**src/rtl/fdp_pkg.sv**
```systemverilog
// types and constants of the framed decimal field parser
package fdp_pkg;

    typedef enum logic [1:0] {
        PH_WS   = 2'd0,
        PH_NUM  = 2'd1,
        PH_DONE = 2'd2
    } phase_t;

    typedef enum logic [1:0] {
        CFG_START = 2'd0,
        CFG_SEP   = 2'd1,
        CFG_END   = 2'd2
    } cfg_idx_t;

    localparam logic [31:0] MAG_LIMIT  = 32'h8000_0000;
    localparam logic [31:0] POS_MAX    = 32'h7FFF_FFFF;
    localparam logic [31:0] MINUS_ONE  = 32'hFFFF_FFFF;
    localparam logic [5:0]  OVER_INDEX = 6'd63;

    localparam logic [7:0] START_RESET = 8'd42;
    localparam logic [7:0] SEP_RESET   = 8'd44;
    localparam logic [7:0] END_RESET   = 8'd10;

    typedef struct packed {
        phase_t      phase;
        logic        neg;
        logic [31:0] acc;
    } decode_t;

    typedef struct packed {
        logic [7:0] start_char;
        logic [7:0] separator_char;
        logic [7:0] end_char;
    } cfg_t;

endpackage

```
**src/rtl/fdp_byte_if.sv**
```systemverilog
// received byte channel
interface fdp_byte_if;
    logic       valid;
    logic       ready;
    logic [7:0] rx_byte;

    modport source (output valid, output rx_byte, input ready);
    modport sink (input valid, input rx_byte, output ready);
endinterface

```
**src/rtl/fdp_field_if.sv**
```systemverilog
// decoded field channel
interface fdp_field_if;
    logic               valid;
    logic               ready;
    logic signed [31:0] field_value;
    logic [5:0]         field_number;
    logic               last_field;
    logic               packet_accepted;
    logic               index_overflow;

    modport source (output valid, output field_value, output field_number,
                    output last_field, output packet_accepted, output index_overflow,
                    input ready);
    modport sink (input valid, input field_value, input field_number,
                  input last_field, input packet_accepted, input index_overflow,
                  output ready);
endinterface

```
**src/rtl/fdp_atoi.sv**
```systemverilog
// one atoi step: next decode state from the current one and a data byte
module fdp_atoi
    import fdp_pkg::*;
(
    input  decode_t    cur,
    input  logic [7:0] data,
    output decode_t    nxt
);

    logic        digit;
    logic        space;
    logic [3:0]  dval;
    logic [35:0] prod;

    always_comb
    begin
        digit = (data inside {[8'd48:8'd57]});
        space = (data inside {8'd32, [8'd9:8'd13]});
        dval  = 4'(data - 8'd48);
        // acc * 10 + digit, acc never exceeds 2^31 so 36 bits hold it
        prod  = {1'b0, cur.acc, 3'b000} + {3'b000, cur.acc, 1'b0} + {32'd0, dval};
        nxt   = cur;
        case (cur.phase)
            PH_WS:
            begin
                if (space)
                begin
                    nxt = cur;
                end
                else if (data == 8'd43 || data == 8'd45)
                begin
                    nxt.neg   = (data == 8'd45);
                    nxt.phase = PH_NUM;
                end
                else if (digit)
                begin
                    nxt.acc   = {28'd0, dval};
                    nxt.phase = PH_NUM;
                end
                else
                begin
                    nxt.phase = PH_DONE;
                end
            end
            PH_NUM:
            begin
                if (digit)
                begin
                    nxt.acc = (prod > {4'd0, MAG_LIMIT}) ? MAG_LIMIT : prod[31:0];
                end
                else
                begin
                    nxt.phase = PH_DONE;
                end
            end
            default:
            begin
                nxt = cur;
            end
        endcase
    end

endmodule

```
**src/rtl/fdp_core.sv**
```systemverilog
// field state, counters, packet check and result register
module fdp_core
    import fdp_pkg::*;
#(
    parameter int BUF_LEN    = 128,
    parameter int MAX_FIELDS = 64
)
(
    input  logic        clk,
    input  logic        rst_n,
    input  cfg_t        cfg,
    input  logic        item_valid,
    input  logic [7:0]  item_byte,
    output logic        advance,
    fdp_field_if.source fields
);

    localparam int CCW = $clog2(BUF_LEN + 1);
    localparam int FCW = $clog2(MAX_FIELDS + 1);

    decode_t            dec_reg, dec_next, dec_step;
    logic [CCW-1:0]     cnt_reg, cnt_next, cnt_inc;
    logic [FCW-1:0]     fcnt_reg, fcnt_next;
    logic [31:0]        first_reg, first_next;
    logic [31:0]        second_reg, second_next;
    logic               init_reg, init_next;

    logic               out_valid_reg, out_valid_next;
    logic signed [31:0] out_value_reg, out_value_next;
    logic [5:0]         out_num_reg, out_num_next;
    logic               out_last_reg, out_last_next;
    logic               out_acc_reg, out_acc_next;
    logic               out_ovf_reg, out_ovf_next;

    logic               fire, is_start, is_sep, is_end, emit, over;
    logic [31:0]        value;

    decode_t            dec_clear;

    fdp_atoi u_atoi (
        .cur  (dec_reg),
        .data (item_byte),
        .nxt  (dec_step)
    );

    assign advance = !out_valid_reg || fields.ready;
    assign fire    = item_valid && advance;

    always_comb
    begin
        dec_clear = '{phase: PH_WS, neg: 1'b0, acc: 32'd0};
        is_start  = (item_byte == cfg.start_char);
        is_sep    = !is_start && (item_byte == cfg.separator_char);
        is_end    = !is_start && !is_sep && (item_byte == cfg.end_char);
        emit      = is_sep || is_end;
        over      = (fcnt_reg >= FCW'(MAX_FIELDS));
        cnt_inc   = cnt_reg + CCW'(1);
        if (dec_reg.neg)
        begin
            value = 32'd0 - dec_reg.acc;
        end
        else if (dec_reg.acc[31])
        begin
            value = POS_MAX;
        end
        else
        begin
            value = dec_reg.acc;
        end
    end

    // state update for the byte in the input register
    always_comb
    begin
        dec_next    = dec_reg;
        cnt_next    = cnt_reg;
        fcnt_next   = fcnt_reg;
        first_next  = first_reg;
        second_next = second_reg;
        init_next   = init_reg;
        if (fire)
        begin
            if (emit && !over)
            begin
                if (fcnt_reg == FCW'(0))
                begin
                    first_next = value;
                end
                else if (fcnt_reg == FCW'(1))
                begin
                    second_next = value;
                end
            end
            if (is_start)
            begin
                dec_next  = dec_clear;
                cnt_next  = '0;
                fcnt_next = '0;
            end
            else if (is_sep)
            begin
                dec_next = dec_clear;
                cnt_next = '0;
                if (!over)
                begin
                    fcnt_next = fcnt_reg + FCW'(1);
                end
            end
            else if (is_end)
            begin
                if (init_reg && first_next != MINUS_ONE && second_next != MINUS_ONE)
                begin
                    init_next = 1'b0;
                end
            end
            else
            begin
                // long field restarts after BUF_LEN data bytes
                if (cnt_inc >= CCW'(BUF_LEN))
                begin
                    dec_next = dec_clear;
                    cnt_next = '0;
                end
                else
                begin
                    dec_next = dec_step;
                    cnt_next = cnt_inc;
                end
            end
        end
    end

    always_comb
    begin
        out_valid_next = out_valid_reg;
        out_value_next = out_value_reg;
        out_num_next   = out_num_reg;
        out_last_next  = out_last_reg;
        out_acc_next   = out_acc_reg;
        out_ovf_next   = out_ovf_reg;
        if (advance)
        begin
            out_valid_next = fire && emit;
        end
        if (fire && emit)
        begin
            out_value_next = value;
            out_num_next   = over ? OVER_INDEX : 6'(fcnt_reg);
            out_last_next  = is_end;
            out_acc_next   = is_end && !init_next;
            out_ovf_next   = over;
        end
    end

    always_ff @(posedge clk or negedge rst_n)
    begin
        if (!rst_n)
        begin
            dec_reg       <= '{phase: PH_WS, neg: 1'b0, acc: 32'd0};
            cnt_reg       <= '0;
            fcnt_reg      <= '0;
            first_reg     <= MINUS_ONE;
            second_reg    <= MINUS_ONE;
            init_reg      <= 1'b1;
            out_valid_reg <= 1'b0;
        end
        else
        begin
            dec_reg       <= dec_next;
            cnt_reg       <= cnt_next;
            fcnt_reg      <= fcnt_next;
            first_reg     <= first_next;
            second_reg    <= second_next;
            init_reg      <= init_next;
            out_valid_reg <= out_valid_next;
        end
    end

    always_ff @(posedge clk)
    begin
        out_value_reg <= out_value_next;
        out_num_reg   <= out_num_next;
        out_last_reg  <= out_last_next;
        out_acc_reg   <= out_acc_next;
        out_ovf_reg   <= out_ovf_next;
    end

    assign fields.valid           = out_valid_reg;
    assign fields.field_value     = out_value_reg;
    assign fields.field_number    = out_num_reg;
    assign fields.last_field      = out_last_reg;
    assign fields.packet_accepted = out_acc_reg;
    assign fields.index_overflow  = out_ovf_reg;

endmodule

```
**src/rtl/framed_decimal_field_parser_unit.sv**
```systemverilog
// Framed decimal field parser: takes one received byte per clock, unless
// stalled, and decodes separator-delimited signed decimal fields with atoi
// rules. A byte is taken into an input register and processed from there into
// the result register, so a field result is registered after the separator or
// end byte has passed through the input register; the sustained rate is one
// byte per cycle when the output does not stall, set by the update of the
// per-field accumulator (multiply by ten, add the digit, saturate). Bytes that
// produce no result (data and start bytes) leave nothing on the output. The
// input stalls only while a finished result is held and not taken.
module framed_decimal_field_parser_unit
    import fdp_pkg::*;
#(
    parameter int BUF_LEN    = 128,
    parameter int MAX_FIELDS = 64
)
(
    input  logic        clk,
    input  logic        rst_n,
    input  logic        cfg_we,
    input  logic [1:0]  cfg_index,
    input  logic [7:0]  cfg_data,
    fdp_byte_if.sink    rx,
    fdp_field_if.source fields
);

    cfg_t       cfg_reg, cfg_next;
    logic       item_valid_reg, item_valid_next;
    logic [7:0] item_byte_reg, item_byte_next;
    logic       advance;
    logic       rx_take;

    assign rx.ready = !item_valid_reg || advance;
    assign rx_take  = rx.valid && rx.ready;

    always_comb
    begin
        cfg_next = cfg_reg;
        if (cfg_we)
        begin
            case (cfg_index)
                CFG_START: cfg_next.start_char     = cfg_data;
                CFG_SEP:   cfg_next.separator_char = cfg_data;
                CFG_END:   cfg_next.end_char       = cfg_data;
                default:   cfg_next                = cfg_reg;
            endcase
        end
    end

    always_comb
    begin
        item_valid_next = item_valid_reg;
        item_byte_next  = item_byte_reg;
        if (rx_take)
        begin
            item_valid_next = 1'b1;
            item_byte_next  = rx.rx_byte;
        end
        else if (advance)
        begin
            item_valid_next = 1'b0;
        end
    end

    always_ff @(posedge clk or negedge rst_n)
    begin
        if (!rst_n)
        begin
            cfg_reg        <= '{start_char: START_RESET, separator_char: SEP_RESET,
                                end_char: END_RESET};
            item_valid_reg <= 1'b0;
        end
        else
        begin
            cfg_reg        <= cfg_next;
            item_valid_reg <= item_valid_next;
        end
    end

    always_ff @(posedge clk)
    begin
        item_byte_reg <= item_byte_next;
    end

    fdp_core #(
        .BUF_LEN    (BUF_LEN),
        .MAX_FIELDS (MAX_FIELDS)
    ) u_core (
        .clk        (clk),
        .rst_n      (rst_n),
        .cfg        (cfg_reg),
        .item_valid (item_valid_reg),
        .item_byte  (item_byte_reg),
        .advance    (advance),
        .fields     (fields)
    );

endmodule

```
**src/flat_wrapper.sv**
```systemverilog
// flat-port wrapper written by rule: the top's interface ports become plain ports
module framed_decimal_field_parser_unit_flat import fdp_pkg::*;
#(
    parameter int BUF_LEN    = 128,
    parameter int MAX_FIELDS = 64
)
  (clk, rst_n, cfg_we, cfg_index, cfg_data, rx_valid, rx_rx_byte, rx_ready, fields_valid, fields_field_value, fields_field_number, fields_last_field, fields_packet_accepted, fields_index_overflow, fields_ready);
  fdp_byte_if rx_i ();
  fdp_field_if fields_i ();
  input  logic clk;
  input  logic rst_n;
  input  logic cfg_we;
  input  logic [1:0] cfg_index;
  input  logic [7:0] cfg_data;
  input wire logic [$bits(rx_i.valid)-1:0] rx_valid;
  input wire logic [$bits(rx_i.rx_byte)-1:0] rx_rx_byte;
  output wire logic [$bits(rx_i.ready)-1:0] rx_ready;
  output wire logic [$bits(fields_i.valid)-1:0] fields_valid;
  output wire logic [$bits(fields_i.field_value)-1:0] fields_field_value;
  output wire logic [$bits(fields_i.field_number)-1:0] fields_field_number;
  output wire logic [$bits(fields_i.last_field)-1:0] fields_last_field;
  output wire logic [$bits(fields_i.packet_accepted)-1:0] fields_packet_accepted;
  output wire logic [$bits(fields_i.index_overflow)-1:0] fields_index_overflow;
  input wire logic [$bits(fields_i.ready)-1:0] fields_ready;
  assign rx_i.valid = rx_valid;
  assign rx_i.rx_byte = rx_rx_byte;
  assign rx_ready = rx_i.ready;
  assign fields_valid = fields_i.valid;
  assign fields_field_value = fields_i.field_value;
  assign fields_field_number = fields_i.field_number;
  assign fields_last_field = fields_i.last_field;
  assign fields_packet_accepted = fields_i.packet_accepted;
  assign fields_index_overflow = fields_i.index_overflow;
  assign fields_i.ready = fields_ready;
  framed_decimal_field_parser_unit #(.BUF_LEN(BUF_LEN), .MAX_FIELDS(MAX_FIELDS)) u_core (.clk(clk), .rst_n(rst_n), .cfg_we(cfg_we), .cfg_index(cfg_index), .cfg_data(cfg_data), .rx(rx_i), .fields(fields_i));
endmodule
```
**config.mk**
```make
export PLATFORM = sky130hd
export DESIGN_NAME = framed_decimal_field_parser_unit_flat
export DESIGN_NICKNAME = d
export VERILOG_FILES = /design/src/rtl/fdp_pkg.sv /design/src/rtl/fdp_byte_if.sv /design/src/rtl/fdp_field_if.sv /design/src/rtl/fdp_atoi.sv /design/src/rtl/fdp_core.sv /design/src/rtl/framed_decimal_field_parser_unit.sv /design/src/flat_wrapper.sv
export SDC_FILE = /design/constraint.sdc
export NUM_CORES = 1
export LEC_CHECK = 0
export ABC_AREA = 1
export BUFFER_PORTS_ARGS = -buffer_cell sky130_fd_sc_hd__buf_2
export CAP_MARGIN = 25
export CORE_UTILIZATION = 39
export DETAILED_ROUTE_END_ITERATION = 6
export HOLD_SLACK_MARGIN = 0.15
export PLACE_DENSITY = 0.55
export SYNTH_ARGS = -nofsm -noshare
export SYNTH_HDL_FRONTEND = slang
export SYNTH_SLANG_ARGS = --single-unit
```
**constraint.sdc**
```tcl
create_clock -name clk -period 6.46 [get_ports clk]
set_clock_uncertainty 0.15 [all_clocks]
set_input_delay 0 -clock clk [delete_from_list [all_inputs] [get_ports clk]]
set_output_delay 0 -clock clk [all_outputs]
set_load 0.01 [all_outputs]
```
; ---- Yosys cells after proc, flatten, opt, wreduce, memory -nomap -nowiden
; Index checks and enable logic that the tools add are counted.
[word_totals]
output_inout_bits = 43
reg_bits = 190
[op_classes]
magnitude_cmp = 7
n_reduce_logical = 39
muxes = 39
n_eq_ne = 20
add_sub_neg = 6
[op_table]
columns = operator, count
row1 = $mux 32, 12
row2 = $mux 35, 5
row3 = $ne 32x32->1 const B, 2
row4 = $pmux 32 s2, 1
row5 = $add 35x33->36, 1
row6 = $add 36x4->36, 1
row7 = $gt 36x32->1 const B, 1
row8 = $mux 8, 4
row9 = $sub 1x32->32 const A, 1
row10 = $mux 31, 1
row11 = $eq 8x6->1 const B, 3
row12 = $eq 8x8->1, 3
row13 = $mux 7, 3
row14 = $ne 5x5->1 const B, 3
row15 = $logic_and 1x1->1, 12
row16 = $ne 5x4->1 const B, 2
row17 = $reduce_and 5->1, 2
row18 = $mux 1, 9
row19 = $add 8x1->8 const B, 1
row20 = $ge 8x4->1 const B, 1
row21 = $ge 8x6->1 const B, 1
row22 = $ge 8x8->1 const B, 1
row23 = $le 8x4->1 const B, 1
row24 = $le 8x6->1 const B, 1
row25 = 21 further kinds, 39

; ---- Depth between registers and ports, before layout
; Gate-level depths: netlist of run 1.
[logic_depth]
depth_word = 20
mapped_depth = 24
ltp_nobuf = 24

; ---- Cells and area by module
; Synthesis of run 1 repeated with hierarchy kept, for this count alone.
[hier_totals]
cells_unflattened = 2058
hier_area_um2 = 13824.5
[by_module_without_submodules]
columns = mod, n_inst, cells_per_inst, area_each_um2
row1 = fdp_core, 1, 1185, 8698.3
row2 = fdp_atoi, 1, 752, 3779.9
row3 = framed_decimal_field_parser_unit, 1, 121, 1346.3

; ---- Worst setup path after synthesis of run 1
; OpenSTA, ideal clock, no wires.
[synth_path]
path_type = flip-flop to flip-flop
from = register u_core.item_byte_reg[1]
to = register u_core.u_core.out_num_reg[0] (netlist: u_core.u_core.fields.field_number[0]) (enable)
setup_ns = 0.440
setup_slack_ns = 2.905
arrival_time_ns = 2.966
stages_incl_launch_ff = 10
required_time_ns = 5.870
cell_sequence = edfxtp_1 > inv_2 > nand2_1 > nand2_1 > inv_1 > nor2_1 > nand2_1 > nor2_1 > o21ai_1 > nor2_1
[synth_between]
elab_chain_len = 8
elab_cells_between_ends = 10
classes_between = eq/ne: 3 / reduce/logical: 7
[synth_rtl]
columns = item, line
row1 = "start, declared", framed_decimal_field_parser_unit.sv:28  ; logic [7:0] item_byte_reg, item_byte_next;
row2 = "start signal, assigned", framed_decimal_field_parser_unit.sv:81  ; item_byte_reg <= item_byte_next;
row3 = $eq 8x8->1, fdp_core.sv:52  ; is_start = (item_byte == cfg.start_char);
row4 = $logic_not 1->1, "fdp_core.sv:53, fdp_core.sv:54"
row5 = $logic_and 1x1->1, fdp_core.sv:53  ; is_sep = !is_start && (item_byte == cfg.separator_char);
row6 = $logic_not 1->1, fdp_core.sv:54  ; is_end = !is_start && !is_sep && (item_byte == cfg.end_char);
row7 = $logic_and 1x1->1 (2 in series), fdp_core.sv:54
row8 = $logic_or 1x1->1 (*), fdp_core.sv:55  ; emit = is_sep || is_end;
row9 = $logic_and 1x1->1 (*), fdp_core.sv:145  ; if (fire && emit)
row10 = "end signal, assigned", fdp_core.sv:182  ; out_num_reg <= out_num_next;
row11 = "end, declared", fdp_core.sv:30  ; logic [5:0] out_num_reg, out_num_next;
; Every way passes the cells marked *; elsewhere a longest branch is shown, timed or not.
; A chain may end at the register's enable or synchronous reset.

; ---- Final worst setup path of run 1
[layout_path]
from = register u_core.item_byte_reg[3]
to = register u_core.u_core.dec_reg[25] (netlist bit)
[layout_between]
elab_chain_len = 10
elab_cells_between_ends = 36
classes_between = add/sub: 2 / order compare: 5 / eq/ne: 11 / mux: 7 / reduce/logical: 11
[layout_rtl]
columns = item, line
row1 = $sub 4x1->4, fdp_atoi.sv:19  ; dval = 4'(data - 8'd48);
row2 = $add 36x4->36, fdp_atoi.sv:21  ; prod = {1'b0, cur.acc, 3'b000} + {3'b000, cur.acc, 1'b0} + {32'd0, dval};
row3 = $gt 36x32->1, fdp_atoi.sv:49  ; nxt.acc = (prod > {4'd0, MAG_LIMIT}) ? MAG_LIMIT : prod[31:0];
row4 = $mux 32, fdp_atoi.sv:49
row5 = $mux 32, fdp_atoi.sv:47  ; if (digit)
row6 = $pmux 32 s2, fdp_atoi.sv:23  ; case (cur.phase)
row7 = $mux 35, fdp_core.sv:119  ; if (cnt_inc >= CCW'(BUF_LEN))
row8 = $mux 35, fdp_core.sv:109  ; else if (is_end)
row9 = $mux 35, fdp_core.sv:100  ; else if (is_sep)
row10 = $mux 35, fdp_core.sv:94  ; if (is_start)
row11 = "end signal, assigned", fdp_core.sv:159  ; dec_reg <= '{phase: PH_WS, neg: 1'b0, acc: 32'd0};
row12 = "end signal, assigned", fdp_core.sv:169  ; dec_reg <= dec_next;
row13 = "end, declared", fdp_core.sv:21  ; decode_t dec_reg, dec_next, dec_step;
; Parallel ways exist; a longest one is shown, timed or not. The select of a mux whose other input is x is not followed.

==> results of run 1 <==
==> worst paths after layout <==
check	slack, ns	depth (start not counted)	start	endpoint
setup / recovery	2.33	21	u_core.item_byte_reg[3]$_DFFE_PP_	u_core.u_core.dec_reg[25]$_DFFE_PN0P_
min in group clk	0.17	3	fields_ready	u_core.u_core.fields.valid$_DFFE_PN0P_
hold reg to reg	0.31	2	u_core.u_core.init_reg$_DFF_PN1_	u_core.u_core.init_reg$_DFF_PN1_
setup reg to reg	2.33	21	u_core.item_byte_reg[3]$_DFFE_PP_	u_core.u_core.dec_reg[25]$_DFFE_PN0P_
hold / removal	0.15	2	rst_n	u_core.u_core.first_reg[21]$_DFFE_PN1P_
max in group asynchronous	5.07	3	rst_n	u_core.cfg_reg[7]$_DFFE_PN0P_
==> metal layers <==
metal	vias to the layer above	global-route usage
met1	5875	0.315
met2	305	0.391
met3	49	0.0309
met4	0	0.0718
li1	6337	-
met5	-	0
==> synthesized netlist by cell type, types with 36 or more instances <==
master,count
nor2_1,225
dfrtp_1,68
a21oi_1,54
ha_1,69
a31oi_1,51
clkbuf_1,36
edfxtp_1,49
dfstp_2,73
nand3_1,119
o21ai_0,112
nand2_1,702
inv_1,163
==> what timing repair did <==
action                                  4_1_cts  5_1_grt
endpoints found under the setup margin        0        0
setup buffers                                 0        0
hold buffers                                 40        0
endpoints found under the hold margin       136        0
==> power groups by stage <==
| stage | sequential, mW | clock, mW | combinational [mW] |
|---|---|---|---|
| floorplan | 1.56 | 0 | 0.793 |
| global placement | 1.59 | 0 | 1.08 |
| detailed placement | 1.60 | 0 | 1.09 |
| CTS | 1.57 | 1.14 | 1.12 |
| global route | 1.60 | 1.18 | 1.28 |
| finish | 1.58 | 1.12 | 1.12 |
==> layout by cell type, fill, tap and decap left out, types with 49 or more instances in the layout <==
cell type  netlist  final
a31oi_1         51     51
buf_2           14     64
edfxtp_1        49     49
inv_1          163    163
nor2_1         225    224
dfstp_2         73     73
o21ai_0        112    112
a21oi_1         54     54
nand3_1        119    119
nand2_1        702    702
ha_1            69     69
dfrtp_1         68     68
==> cell families (layout without fill, tap and decap cells) <==
group,count (synthesis),in the layout,synth area share
AOI/OAI and AO/OA,260,260,0.114
xor gates and xnor gates,23,23,0.0153
adders and majority gates,71,71,0.0685
buffers and inverters,231,328,0.0688
DFF,190,190,0.386
and+or+nand+nor,1120,1120,0.347
==> cell type report <==
type                    count  area [sq um]  share of cell area
multi-input cells        1474          7210               0.479
repair buffers            117           880              0.0585
well taps                 442           553              0.0368
inverters                 179           683              0.0454
clock inverters            15           196              0.0131
flip-flops and latches    190          5090               0.339
clock buffers              17           425              0.0283
==> worst register-to-register path, stage by stage, from the launching register on <==
cell and delay, ns:
edfxtp_1 0.57, fa_1 0.58, inv_1 0.07, fa_1 0.46, inv_1 0.08, nand2_1 0.05
nand2_1 0.06, o21ai_1 0.12, o21ai_0 0.39, nand2_1 0.13, nand2_1 0.11, nand2_1 0.08
nand2_1 0.08, nand2_1 0.05, nand2_1 0.07, xnor2_1 0.11, nand2_1 0.08, nor2_1 0.26
nand2_2 0.18, nor2_4 0.24, nand2_1 0.10, nand2_1 0.07
==> summary.txt, run 1 <==
Outcome: finished, final reports clean
Final setup margin: 2.33 ns
Clk sinks: 190
Max VDD drop: 234 uV
Worst-Margin Slew: 0.955 ns
P&R area growth vs syn: 14.0%
Die area: 0.0346 sq mm
Synthesized Nets: 1989
P_sw: 1.42 mW
First-pass GRT wire length: 62.4 mm
Row cnt: 66
Chip width: 186 um
Hold WS: 0.155 ns
Vias per cell: 5.16
Power Total: 3.81 mW
Critical Path RT: 6.71 ns
Layout cells sized above 1: 0.116
Largest fanout on the critical path: 10
Pin count of the biggest net entering global routing: 106
CP Launch Type: register
Leak: 7.39 nW
RSZ-0062 raised after global routing: no
Resized Gates After CTS: 0
Initial Utilization: 0.401
Final Cell Area: 0.0150 sq mm
Worst EP arrival: 4.38 ns
Met1 WL: 18.6 mm
Final design utilization: 0.458
Ports: 66
Seq/Total Area, Yosys: 0.386
Die Y: 186 um
Clock Latency Late Sink: 0.45 ns
Slowest CP cell: fa_1
Final HPWL DP: 29.2 mm
Detailed Route Iter0 Violations: 778
Post-synth EDFFs: 49
Metal2 WL: 18.2 mm
CP max stage delay: 0.58 ns
Initial antenna violation count: 0
Top Layer Used: met4
Overflow after GRT: 0
CTS tree: yes
Number of diodes: 0
Final setup viols: 0
Slew HR: 0.356
Max-Cap Viols: 0
Setup TNS: 0 ns
Final Max Tran Viols: 0
Yosys reg bits: 190
Max reg flops: 35
Fill cells: 3434
Yosys warnings: 0
Crit-path leading delay family: simple AND/OR/NAND/NOR gates
Most frequent CP cell: nand2_1
Routed vias: 12600
Max clock buf depth: 2
Crit Path Class: reg2reg
Placed Instances: 2361
Setup slack at placement: 2.33 ns
Fin crit share: 0.640
Fmax: 242 MHz
Avg Cell Area, Syn: 6.96 sq um
Combinational Power Share: 0.293
Post-synth top area cell: nand2_1
Mapped Cells: 1895
Final nets: 2073
CP Capture Type: register
CP cell instances: fa_1, inv_1, fa_1, inv_1, nand2_1, nand2_1, o21ai_1, o21ai_0, nand2_1, nand2_1, nand2_1, nand2_1, nand2_1, nand2_1, xnor2_1, nand2_1, nor2_1, nand2_2, nor2_4, nand2_1, nand2_1
Async SR Flop Fraction: 0.742
Reg clk slew, reported paths: 0.09 ns
GP Congestion: 0.911
Final Hold Fails: 0
Post-synthesis cell type count: 53
Crit path time final: 4.13 ns
Top post-synthesis cells by area: nand2_1 (20%), dfstp_2 (15%), dfrtp_1 (13%), edfxtp_1 (11%), ha_1 (6.5%)
Non-Filler Instances: 2434
CTS buffer count: 17
Ys flop type: dfstp_2
H-Tree Depth: 4
WL final: 39.2 mm
GRT Total Usage: 0.235
CTS root buf: clkbuf_16
Wire per inst: 16.1 um
DR pass1 iterations: 5
Pwr Density: 253 mW/mm^2
Routed length on met3: 1.49 mm
Internal power: 2.39 mW
Worst hold path class: in2async
Seq pwr share: 0.413
Antenna-violating nets left: 0
CP Buf/Inv Count: 2
Sw Ratio: 0.373
Core area: 0.0329 sq mm
Post-Syn Area: 0.0132 sq mm
DRC Markers: 0
Clock power share: 0.293
Port bufs: 65
Vias in the first global route: 11800
Post-synth top area share: 0.200
Post-DP Area: 0.0140 sq mm
No activity file was read; power rests on OpenSTA's default activity.
==> run 2: changes to the inputs <==
--- a/config.mk
+++ b/config.mk
@@ -11,7 +11,7 @@
 export CORE_UTILIZATION = 39
 export DETAILED_ROUTE_END_ITERATION = 6
 export HOLD_SLACK_MARGIN = 0.15
-export PLACE_DENSITY = 0.55
+export PLACE_DENSITY = 0.57
 export SYNTH_ARGS = -nofsm -noshare
 export SYNTH_HDL_FRONTEND = slang
 export SYNTH_SLANG_ARGS = --single-unit
==> constraint.sdc (replaced) <==
create_clock -name clk -period 3.72 [get_ports clk]
set_clock_uncertainty 0.15 [all_clocks]
set_input_delay 0 -clock clk [delete_from_list [all_inputs] [get_ports clk]]
set_output_delay 0 -clock clk [all_outputs]
set_load 0.01 [all_outputs]
==> summary.txt, run 2 (synthesis gave the netlist of run 1 again) <==
Vias per cell: 5.15
Clk sinks: 190
Worst hold path class: in2reg
CTS tree: yes
Initial Utilization: 0.401
Hold Startpoint: fields_ready
Row cnt: 66
Power Total: 6.66 mW
CTS buffer count: 17
WL final: 39.7 mm
Number of diodes: 0
Leak: 7.61 nW
H-Tree Depth: 4
Worst-Margin Slew: 0.765 ns
Wire per inst: 16.0 um
P_sw: 2.46 mW
P&R area growth vs syn: 17.6%
Reg clk slew, reported paths: 0.08 ns
Overflow after GRT: 0
Layout cells sized above 1: 0.149
Grt met2 use: 0.378
Slew HR: 0.484
Max clock buf depth: 2
Most frequent cells in the layout: nand2_1 (696), nor2_1 (222), inv_1 (163)
Die Y: 186 um
Reg2reg setup slack: 0.21 ns
Most common cell after layout, fill and taps aside: nand2_1
Core area: 0.0329 sq mm
Sw Ratio: 0.369
Max reg flops: 35
M1 GR Usage: 0.329
Max VDD drop: 335 uV
Final design utilization: 0.472
Final Max Tran Viols: 0
Outcome: finished, final reports clean
Final HPWL DP: 29.7 mm
Fmax: 285 MHz
Vias in the first global route: 12100
WHS Path Cells: 3
Antenna-violating nets left: 0
Ports: 66
Final setup viols: 0
Clock power share: 0.274
Crit path time final: 3.51 ns
Combinational Power Share: 0.319
Hold endpoint: u_core.u_core.fields.valid$_DFFE_PN0P_
Pwr Density: 429 mW/mm^2
Routed vias: 12800
Die area: 0.0346 sq mm
Chip width: 186 um
Crit Path Class: reg2reg
Internal power: 4.21 mW
Pin count of the biggest net entering global routing: 106
DRC Markers: 0
Worst EP arrival: 3.73 ns
GRT Total Usage: 0.239
Met3 Use GR: 0.0470
RR Endpoint: u_core.u_core.dec_reg[14]$_DFFE_PN0P_
Critical Path RT: 3.94 ns
Seq pwr share: 0.408
Detailed Route Iter0 Violations: 946
Max-Cap Viols: 0
DR pass1 iterations: 5
Register-to-Register Path Depth: 21
FF-to-FF Start: u_core.u_core.dec_reg[2]$_DFFE_PN0P_
First-pass GRT wire length: 63.7 mm
Final nets: 2123
CP Launch Type: register
Grt peak-use layer: met2
Largest fanout on the critical path: 7
Initial antenna violation count: 0
Final Hold Fails: 0
Clock Latency Late Sink: 0.45 ns
CP Capture Type: register
Port bufs: 65
Fin crit share: 0.944
CTS root buf: clkbuf_16
GP Congestion: 0.896
==> run 2: layout make-up <==
| type | instances | area (sq um) |
|---|---|---|
| Timing Repair Buffer | 165 | 1260 |
| Fill cell | 3355 | 17400 |
| Clock buffer | 18 | 450 |
| Multi-Input combinational cell | 1476 | 7350 |
| Clock inverter | 14 | 126 |
| Tap cell | 442 | 553 |
| Sequential cell | 190 | 5090 |
| Inverter | 179 | 683 |
==> run 2: power groups by stage <==
stage	clock network [mW]	logic, mW	registers [mW]
6_report	1.82	2.12	2.72
2_1_floorplan	0	1.38	2.70
5_1_grt	1.94	2.40	2.75
4_1_cts	1.87	2.05	2.71
3_3_place_gp	0	1.99	2.74
3_5_place_dp	0	2.01	2.75
==> run 2: critical path, stage by stage, from the launching register on <==
cell and delay [ns]:
dfrtp_1 0.40, fa_1 0.57, inv_1 0.06, fa_2 0.34, inv_1 0.06, nand2_1 0.04, nand2_1 0.05, o21ai_1 0.08
buf_4 0.15, o21ai_1 0.11, buf_4 0.14, buf_4 0.10, xnor2_1 0.12, nand3_1 0.09, nor2_1 0.15, nand3_1 0.09
nor2_1 0.10, nand2_1 0.09, nand2_4 0.11, buf_4 0.12, nand3_4 0.13, o21ai_2 0.16
==> run 2: repair_timing <==
action	CTS	global route
cloned	0	2
setup endpoints to repair	1	31
hold buffers	39	1
setup buffers	0	4
hold endpoints to repair	166	6
gates resized for setup	1	38
pin swaps	0	11
==> run 2: worst max path at each step <==
stage	depth (start not counted)	start	slack, ns	endpoint
floorplan	9	u_core.item_byte_reg[1]$_DFFE_PP_	0.16	u_core.u_core.fields.field_number[0]$_SDFFCE_PP1P_
global placement	21	u_core.u_core.dec_reg[0]$_DFFE_PN0P_	0.09	u_core.u_core.dec_reg[8]$_DFFE_PN0P_
detailed placement	21	u_core.u_core.dec_reg[0]$_DFFE_PN0P_	0.004	u_core.u_core.dec_reg[12]$_DFFE_PN0P_
CTS	21	u_core.u_core.dec_reg[0]$_DFFE_PN0P_	0.02	u_core.u_core.dec_reg[8]$_DFFE_PN0P_
global route	21	u_core.u_core.dec_reg[2]$_DFFE_PN0P_	-0.005	u_core.u_core.dec_reg[14]$_DFFE_PN0P_
finish	21	u_core.u_core.dec_reg[2]$_DFFE_PN0P_	0.21	u_core.u_core.dec_reg[14]$_DFFE_PN0P_
==> run 2: stage by stage <==
stage	instance area, sq um	setup slack (ns)	std cells	hold WS [ns]	TNS [ns]
2_1_floorplan	13200	0.165	1895	-0.446	0
3_3_place_gp	14300	0.0887	2404	0.0267	0
3_5_place_dp	14300	0.00450	2404	0.0281	0
4_1_cts	15300	0.0186	2475	0.162	0
5_1_grt	15500	-0.00530	2484	0.215	-0.00530
6_report	15500	0.209	2484	0.213	0
==> run 2: metal layers <==
| metal | vias up | wire, um |
|---|---|---|
| met5 | - | 0 |
| met4 | 0 | 837 |
| met3 | 50 | 2330 |
| met2 | 316 | 17700 |
| met1 | 5954 | 18800 |
| li1 | 6465 | - |
